<file path="src/sv/rct_pkg.sv">
package rct_pkg;

  // Domain and node indexing
  localparam int POSITION_BITS = 16;
  localparam int NODE_W        = POSITION_BITS + 1;
  localparam int PTR_W         = POSITION_BITS + 2;
  localparam int LVL_W         = $clog2(POSITION_BITS + 1);
  localparam int RAM_DEPTH     = 2 ** POSITION_BITS;
  localparam logic [31:0] DOMAIN_SIZE = 32'(1) << POSITION_BITS;

  // Input field widths
  localparam int OP_W    = 2;
  localparam int START_W = 16;
  localparam int END_W   = 17;

  // Operation codes
  localparam logic [OP_W-1:0] OP_ADD    = 2'd0;
  localparam logic [OP_W-1:0] OP_REMOVE = 2'd1;
  localparam logic [OP_W-1:0] OP_QUERY  = 2'd2;

  // One tree node: covered flag and pending assignment flag
  typedef struct packed {
    logic cov;
    logic pend;
  } node_t;

  // One memory word: the two children of one parent
  typedef node_t [1:0] node_pair_t;

  // Command handed from the front end to the sequencer
  typedef struct packed {
    logic             known;
    logic             query;
    logic             value;
    logic             empty;
    logic [PTR_W-1:0] lo;
    logic [PTR_W-1:0] hi;
  } cmd_t;

  // Node memory request
  typedef struct packed {
    logic                     rd_en;
    logic [POSITION_BITS-1:0] rd_addr;
    logic                     wr_en;
    logic [POSITION_BITS-1:0] wr_addr;
    node_pair_t               wr_data;
  } mem_req_t;

  typedef enum logic [3:0] {
    ST_INIT,
    ST_IDLE,
    ST_PUSH_RD,
    ST_PUSH_CHK,
    ST_PUSH_CLR,
    ST_LOOP_L,
    ST_LOOP_R,
    ST_LOOP_SH,
    ST_ND_RD,
    ST_ND_MOD,
    ST_RB_RDP,
    ST_RB_RDC,
    ST_RB_WR
  } state_t;

endpackage

</file>
<file path="src/sv/rct_ctrl.sv">
module rct_ctrl (
  input  logic                clk,
  input  logic                rst_n,
  input  logic                go,
  input  rct_pkg::cmd_t       cmd,
  output logic                busy,
  output logic                out_valid,
  output logic                out_cov,
  output rct_pkg::mem_req_t   mem_req,
  input  rct_pkg::node_pair_t mem_rdata
);
  import rct_pkg::*;

  state_t            state_r, state_nxt;
  logic              query_r, query_nxt;
  logic              value_r, value_nxt;
  logic [NODE_W-1:0] t0_r, t0_nxt;
  logic [NODE_W-1:0] t1_r, t1_nxt;
  logic [PTR_W-1:0]  lo_r, lo_nxt;
  logic [PTR_W-1:0]  hi_r, hi_nxt;
  logic [LVL_W-1:0]  lvl_r, lvl_nxt;
  logic              path_r, path_nxt;
  logic              side_r, side_nxt;
  logic [NODE_W-1:0] node_r, node_nxt;
  node_pair_t        word_r, word_nxt;
  logic              acc_r, acc_nxt;
  logic              out_valid_r, out_valid_nxt;
  logic              out_cov_r, out_cov_nxt;

  logic [NODE_W-1:0] tgt;
  logic [NODE_W-1:0] p_node;
  logic              push_last;
  logic              rb_last;
  logic              lvl_one;
  logic              lvl_top;
  logic [PTR_W-1:0]  hi_dec;
  node_pair_t        wdata;

  // Current path node and level bookkeeping
  assign tgt       = path_r ? t1_r : t0_r;
  assign p_node    = tgt >> lvl_r;
  assign lvl_one   = (lvl_r == LVL_W'(1));
  assign lvl_top   = (lvl_r == LVL_W'(POSITION_BITS));
  assign push_last = lvl_one && path_r;
  assign rb_last   = lvl_top && path_r;
  assign hi_dec    = hi_r - PTR_W'(1);

  // Next state
  always_comb begin
    state_nxt = state_r;
    unique case (state_r)
      ST_INIT:     state_nxt = ST_IDLE;
      ST_IDLE: begin
        if (go && cmd.known && !cmd.empty) begin
          state_nxt = ST_PUSH_RD;
        end
      end
      ST_PUSH_RD:  state_nxt = ST_PUSH_CHK;
      ST_PUSH_CHK: begin
        if (mem_rdata[p_node[0]].pend) begin
          state_nxt = ST_PUSH_CLR;
        end else begin
          state_nxt = push_last ? ST_LOOP_L : ST_PUSH_RD;
        end
      end
      ST_PUSH_CLR: state_nxt = push_last ? ST_LOOP_L : ST_PUSH_RD;
      ST_LOOP_L: begin
        if (lo_r >= hi_r) begin
          state_nxt = query_r ? ST_IDLE : ST_RB_RDP;
        end else if (lo_r[0]) begin
          state_nxt = ST_ND_RD;
        end else begin
          state_nxt = ST_LOOP_R;
        end
      end
      ST_LOOP_R:   state_nxt = hi_r[0] ? ST_ND_RD : ST_LOOP_SH;
      ST_LOOP_SH:  state_nxt = ST_LOOP_L;
      ST_ND_RD:    state_nxt = ST_ND_MOD;
      ST_ND_MOD:   state_nxt = side_r ? ST_LOOP_SH : ST_LOOP_R;
      ST_RB_RDP:   state_nxt = ST_RB_RDC;
      ST_RB_RDC: begin
        if (mem_rdata[p_node[0]].pend) begin
          state_nxt = rb_last ? ST_IDLE : ST_RB_RDP;
        end else begin
          state_nxt = ST_RB_WR;
        end
      end
      ST_RB_WR:    state_nxt = rb_last ? ST_IDLE : ST_RB_RDP;
      default:     state_nxt = ST_IDLE;
    endcase
  end

  // Datapath and memory requests
  always_comb begin
    query_nxt     = query_r;
    value_nxt     = value_r;
    t0_nxt        = t0_r;
    t1_nxt        = t1_r;
    lo_nxt        = lo_r;
    hi_nxt        = hi_r;
    lvl_nxt       = lvl_r;
    path_nxt      = path_r;
    side_nxt      = side_r;
    node_nxt      = node_r;
    word_nxt      = word_r;
    acc_nxt       = acc_r;
    out_valid_nxt = 1'b0;
    out_cov_nxt   = out_cov_r;
    wdata         = mem_rdata;
    mem_req       = '0;
    unique case (state_r)
      // Make the root pending and uncovered so nothing below is ever trusted
      ST_INIT: begin
        wdata[1]        = '{cov: 1'b0, pend: 1'b1};
        wdata[0]        = '{cov: 1'b0, pend: 1'b0};
        mem_req.wr_en   = 1'b1;
        mem_req.wr_addr = '0;
        mem_req.wr_data = wdata;
      end
      // Capture a transaction
      ST_IDLE: begin
        if (go) begin
          query_nxt = cmd.query;
          value_nxt = cmd.value;
          t0_nxt    = cmd.lo[NODE_W-1:0];
          t1_nxt    = NODE_W'(cmd.hi - PTR_W'(1));
          lo_nxt    = cmd.lo;
          hi_nxt    = cmd.hi;
          lvl_nxt   = LVL_W'(POSITION_BITS);
          path_nxt  = 1'b0;
          acc_nxt   = 1'b1;
          if (cmd.known && cmd.query && cmd.empty) begin
            out_valid_nxt = 1'b1;
            out_cov_nxt   = 1'b0;
          end
        end
      end
      // Push pending assignments down both boundary paths
      ST_PUSH_RD: begin
        mem_req.rd_en   = 1'b1;
        mem_req.rd_addr = p_node[NODE_W-1:1];
      end
      ST_PUSH_CHK: begin
        word_nxt = mem_rdata;
        if (mem_rdata[p_node[0]].pend) begin
          wdata[1]        = '{cov: mem_rdata[p_node[0]].cov, pend: 1'b1};
          wdata[0]        = '{cov: mem_rdata[p_node[0]].cov, pend: 1'b1};
          mem_req.wr_en   = 1'b1;
          mem_req.wr_addr = p_node[POSITION_BITS-1:0];
          mem_req.wr_data = wdata;
        end else if (lvl_one) begin
          path_nxt = 1'b1;
          lvl_nxt  = LVL_W'(POSITION_BITS);
        end else begin
          lvl_nxt = lvl_r - LVL_W'(1);
        end
      end
      ST_PUSH_CLR: begin
        wdata                = word_r;
        wdata[p_node[0]].pend = 1'b0;
        mem_req.wr_en        = 1'b1;
        mem_req.wr_addr      = p_node[NODE_W-1:1];
        mem_req.wr_data      = wdata;
        if (lvl_one) begin
          path_nxt = 1'b1;
          lvl_nxt  = LVL_W'(POSITION_BITS);
        end else begin
          lvl_nxt = lvl_r - LVL_W'(1);
        end
      end
      // Climb from the leaves, taking the left boundary node when odd
      ST_LOOP_L: begin
        if (lo_r >= hi_r) begin
          if (query_r) begin
            out_valid_nxt = 1'b1;
            out_cov_nxt   = acc_r;
          end
          path_nxt = 1'b0;
          lvl_nxt  = LVL_W'(1);
        end else if (lo_r[0]) begin
          node_nxt = lo_r[NODE_W-1:0];
          lo_nxt   = lo_r + PTR_W'(1);
          side_nxt = 1'b0;
        end
      end
      // Take the right boundary node when odd
      ST_LOOP_R: begin
        if (hi_r[0]) begin
          hi_nxt   = hi_dec;
          node_nxt = hi_dec[NODE_W-1:0];
          side_nxt = 1'b1;
        end
      end
      ST_LOOP_SH: begin
        lo_nxt = lo_r >> 1;
        hi_nxt = hi_r >> 1;
      end
      ST_ND_RD: begin
        mem_req.rd_en   = 1'b1;
        mem_req.rd_addr = node_r[NODE_W-1:1];
      end
      // Fold a covered flag into the answer or assign the node
      ST_ND_MOD: begin
        if (query_r) begin
          acc_nxt = acc_r & mem_rdata[node_r[0]].cov;
        end else begin
          wdata[node_r[0]] = '{cov: value_r, pend: 1'b1};
          mem_req.wr_en    = 1'b1;
          mem_req.wr_addr  = node_r[NODE_W-1:1];
          mem_req.wr_data  = wdata;
        end
      end
      // Rebuild ancestors bottom-up on both paths
      ST_RB_RDP: begin
        mem_req.rd_en   = 1'b1;
        mem_req.rd_addr = p_node[NODE_W-1:1];
      end
      ST_RB_RDC: begin
        word_nxt = mem_rdata;
        if (!mem_rdata[p_node[0]].pend) begin
          mem_req.rd_en   = 1'b1;
          mem_req.rd_addr = p_node[POSITION_BITS-1:0];
        end else if (lvl_top) begin
          path_nxt = 1'b1;
          lvl_nxt  = LVL_W'(1);
        end else begin
          lvl_nxt = lvl_r + LVL_W'(1);
        end
      end
      ST_RB_WR: begin
        wdata                = word_r;
        wdata[p_node[0]].cov = mem_rdata[0].cov & mem_rdata[1].cov;
        mem_req.wr_en        = 1'b1;
        mem_req.wr_addr      = p_node[NODE_W-1:1];
        mem_req.wr_data      = wdata;
        if (lvl_top) begin
          path_nxt = 1'b1;
          lvl_nxt  = LVL_W'(1);
        end else begin
          lvl_nxt = lvl_r + LVL_W'(1);
        end
      end
      default: begin
        mem_req = '0;
      end
    endcase
  end

  // Control registers
  always_ff @(posedge clk) begin
    if (!rst_n) begin
      state_r     <= ST_INIT;
      out_valid_r <= 1'b0;
    end else begin
      state_r     <= state_nxt;
      out_valid_r <= out_valid_nxt;
    end
  end

  // Payload registers
  always_ff @(posedge clk) begin
    query_r   <= query_nxt;
    value_r   <= value_nxt;
    t0_r      <= t0_nxt;
    t1_r      <= t1_nxt;
    lo_r      <= lo_nxt;
    hi_r      <= hi_nxt;
    lvl_r     <= lvl_nxt;
    path_r    <= path_nxt;
    side_r    <= side_nxt;
    node_r    <= node_nxt;
    word_r    <= word_nxt;
    acc_r     <= acc_nxt;
    out_cov_r <= out_cov_nxt;
  end

  assign busy      = (state_r != ST_IDLE);
  assign out_valid = out_valid_r;
  assign out_cov   = out_cov_r;

endmodule

</file>
<file path="config.mk">
export PLATFORM = sky130hd
export DESIGN_NAME = rct_ctrl
export DESIGN_NICKNAME = d
export VERILOG_FILES = /design/src/sv/rct_pkg.sv /design/src/sv/rct_ctrl.sv
export SDC_FILE = /design/constraint.sdc
export NUM_CORES = 1
export LEC_CHECK = 0
export BUFFER_PORTS_ARGS = -buffer_cell sky130_fd_sc_hd__buf_4
export CAP_MARGIN = 20
export CORE_MARGIN = 5
export CORE_UTILIZATION = 65
export CTS_CLUSTER_SIZE = 8
export DETAILED_ROUTE_END_ITERATION = 7
export MAX_ROUTING_LAYER = met4
export PLACE_DENSITY_LB_ADDON = 0.05
export SYNTH_ARGS = -nofsm -noshare
export SYNTH_HDL_FRONTEND = slang
export SYNTH_SLANG_ARGS = --single-unit
</file>
<file path="constraint.sdc">
create_clock -name clk -period 7.5 [get_ports clk]
set_input_delay 0.375 -clock clk [delete_from_list [all_inputs] [get_ports clk]]
set_output_delay 0.375 -clock clk [all_outputs]
set_load 0.1 [all_outputs]
</file>
==> impl_metrics.yaml <==
global_route:
  grt.met1_usage: 0.4343
  use_met2: 0.5821
  grt_pass1_vias: 6914
  grt_max_degree: 39
  grt_first_pass_wirelength_mm: 38.23
  track_usage: 0.3566
  antenna_found_initial: 0
  busiest_layer: "met2"
  met3_usage: 0.06933
  grt-ovfl-total: 0
clock_network:
  numCtsBuffers: 9
  cts.hold.buffers_added: 0
  postCtsSetupRepairBufs: 0
  tritoncts: "built"
  htreeDepth: 3
  clockBufferDepth: 2
  clock-sinks: 107
  clk_pin_slew_ps: 80
  cts_resized: 0
  clock_insertion_delay_worst_skew_ps: 360
  clock-root-buffer: "clkbuf_16"
synth:
  synth-main-ff-cell: "edfxtp_1"
  yosysSeqAreaShare: 0.4075
  yosysWarnings: 0
  synth_area_sq_mm: 0.007761
  syn_area_per_cell_sq_um: 9.500
  syn-num-nets: 888
  postSynthCellCount: 817
  synthDominantCellAreaShare: 0.3946
  ys_types: 73
  synth-async-reset-ratio: 0
  synth.area.top_cells: "edfxtp_1 39%, mux4_2 4.9%, nand2_1 4.8%"
  synth_edf_count: 102
  synth_top_area_cell: "edfxtp_1"
  ys_seq_elements: 107
floorplan:
  coreArea_sq_mm: 0.01186
  dieArea_sq_mm: 0.01423
  initial_core_util: 0.6543
  ios: 88
  num_rows: 40
  die_h_microns: 119.3
  die_x_microns: 119.3
placed_design:
  io_buffers: 87
  postPlaceCellArea_sq_mm: 0.008459
  hpwl_mm: 18.75
  place.gp.congestion: 1.002
  dp.cells: 1011
sta:
  finalMaxSlewViolations: 0
  fmax_mhz: 226.9
  finalSetupViolCount: 0
  final.min_clock_period_ps: 4406
  tightest_slew_ps: 1032
  setup_tns_ps: 0
  whs_ps: 193.2
  clock_skew_ps: 15.61
  period_share: 0.5875
  hold_viol_final: 0
  rsz0062_at_grt: "no"
  relSlewSlack: 0.3121
routing:
  avgViaCountPerCell: 7.006
  wl_mm: 24.67
  drt_iter0_markers: 1069
  wire_per_inst_microns: 23.95
  num_vias: 7216
  post-route-drc-count: 0
  drt_first_pass_iters: 5
  ant_nets: 0
pwr:
  powerDensity_mw_per_mm2: 159.7
  p_leak_nw: 3.263
  ir_worst_vdd_uv: 124.5
  total_power_mw: 1.410
min_path:
  min_path_type: "in2reg"
critical_path:
  cp_cell_sequence: "mux4_2 > a32oi_1 > o31ai_2 > nor2_4 > mux2i_4 > nand2_1 > o221ai_1 > buf_4"
  cpMaxStageDelayCell: "edfxtp_1"
  end_kind: "output pin"
  crit_type: "reg2out"
  startpoint_type: "flip-flop"
  max_stage_delay_ps: 1020
  worstPathMaxFanout: 27
  worstPathArrival_ps: 4030
  critical_path_required_ps: 7120
layout:
  drive_above_1_share: 0.1823
  antennaDiodeCount: 0
  nNetsFinal: 949
  syn2layout_area_growth_pct: 13.82
  stdcell_count: 1030
  design_area_sq_mm: 0.008833
  multi_input_area_sq_mm: 0.004238
  n_fill_cell: 849
  seqCellArea_sq_mm: 0.003163
outcome:
  outcome: "finished clean"
run:
  max_cap_viol_count: 0
routing by layer:
metal | wire length, microns | part of all wire
met4 | 1000 | 0.041
met3 | 2451 | 0.099
met1 | 9068 | 0.37
met2 | 12150 | 0.49
met5 | 0 | 0
synth_stat cells, types with 4 or more instances:
master      n
nand2_1   100
nor2_1     68
and2_1      8
a22oi_1    30
xor2_1     21
mux2i_1    19
edfxtp_1  102
nor4_1      7
a31oi_1     6
a221oi_1    4
a21oi_1    47
nand3_1    25
o21ai_0    49
dfxtp_1     5
o221ai_2    6
a221o_1     6
nand2b_1    7
inv_1      38
o221ai_1   13
nand4_1     8
or3_1      10
clkbuf_1   37
a211oi_1    4
ha_1       24
nor3_1     30
mux4_2     17
o211ai_1    7
buf_1       5
xnor2_1    27
mux2_2      7
o21ai_1    11
through the flow:
step	util	setup WS (ps)
2_1_floorplan	-	3168
4_1_cts	0.7402	2918
6_report	0.7447	3094
5_1_grt	0.7447	2968
3_3_place_gp	0.7132	3533
3_5_place_dp	0.7132	3320
kinds of logic (layout without fill, tap and decap cells):
kind of cell / after synthesis / after routing / synth area share
flip-flops: 107 / 107 / 0.4075
AND/OR/NAND/NOR: 288 / 288 / 0.1733
multiplexers: 45 / 45 / 0.08980
XOR/XNOR: 48 / 48 / 0.05417
adder cells (fa/ha/maj): 24 / 24 / 0.03869
buffers and inverters: 90 / 156 / 0.04740
AO/OA/AOI/OAI: 215 / 215 / 0.1891
worst paths after layout:
check | slack [ps] | depth (start not counted) | start | endpoint
worst max register to register | 3600 | 7 | lvl_r[0] | lvl_r[2]
worst min-delay path | 190 | 1 | cmd[27] | t0_r[9]
worst max-delay path | 3090 | 8 | lvl_r[0] | mem_req[18]
worst min register to register | 590 | 2 | acc_r | acc_r
final cells by class:
class / count / area share
inverter: 41 / 0.01742
clock buffer: 10 / 0.02592
tap: 147 / 0.02082
clock inverter: 6 / 0.01034
multi-input combinational: 620 / 0.4797
timing repair buffer: 99 / 0.08768
sequential: 107 / 0.3581
registers in the layout, indices dropped and copies added, names as in the netlist:
signal	count
query_r	1
side_r	1
hi_r	18
t1_r	17
out_cov	1
node_r	17
out_valid	1
value_r	1
word_r	4
t0_r	17
lo_r	18
state_r	4
acc_r	1
path_r	1
lvl_r	5
cells in the final DEF, fill, tap and decap left out, drive strengths merged, types with 3 or more instances in the layout:
cell | Yosys | routed
or4 | 4 | 4
o22ai | 3 | 3
nor2 | 69 | 69
or3 | 10 | 10
a211oi | 4 | 4
mux2i | 21 | 21
nor2b | 3 | 3
dfxtp | 5 | 5
edfxtp | 102 | 102
buf | 11 | 99
clkbuf | 38 | 10
a221oi | 4 | 4
mux4 | 17 | 17
inv | 40 | 43
and3 | 3 | 3
a32oi | 3 | 3
a31oi | 6 | 6
o21a | 3 | 3
or2 | 5 | 5
o221ai | 19 | 19
o31ai | 4 | 4
nand2 | 100 | 100
xnor2 | 27 | 27
mux2 | 7 | 7
and2 | 10 | 10
clkinv | 1 | 3
a221o | 6 | 6
nand3b | 3 | 3
o211ai | 8 | 8
nor4 | 7 | 7
a21oi | 47 | 47
nor3 | 30 | 30
nand2b | 7 | 7
nand4 | 8 | 8
o21ai | 60 | 60
ha | 24 | 24
xor2 | 21 | 21
a22oi | 30 | 30
nand3 | 25 | 25
critical path: cells and delay by family (launching register included):
family	cells	cell delay, ps
AOI/OAI and AO/OA	3	790
buffers and inverters	1	350
DFF	1	1020
muxes	2	870
and+or+nand+nor	2	630
power by group:
part | total [mW] | switching, mW | leakage (nW) | internal, mW
clock network | 0.507 | 0.238 | 0.155 | 0.270
registers | 0.707 | 0.0286 | 0.989 | 0.678
logic | 0.196 | 0.115 | 2.12 | 0.0810
Note: power is estimated with default switching activity, not from simulation.
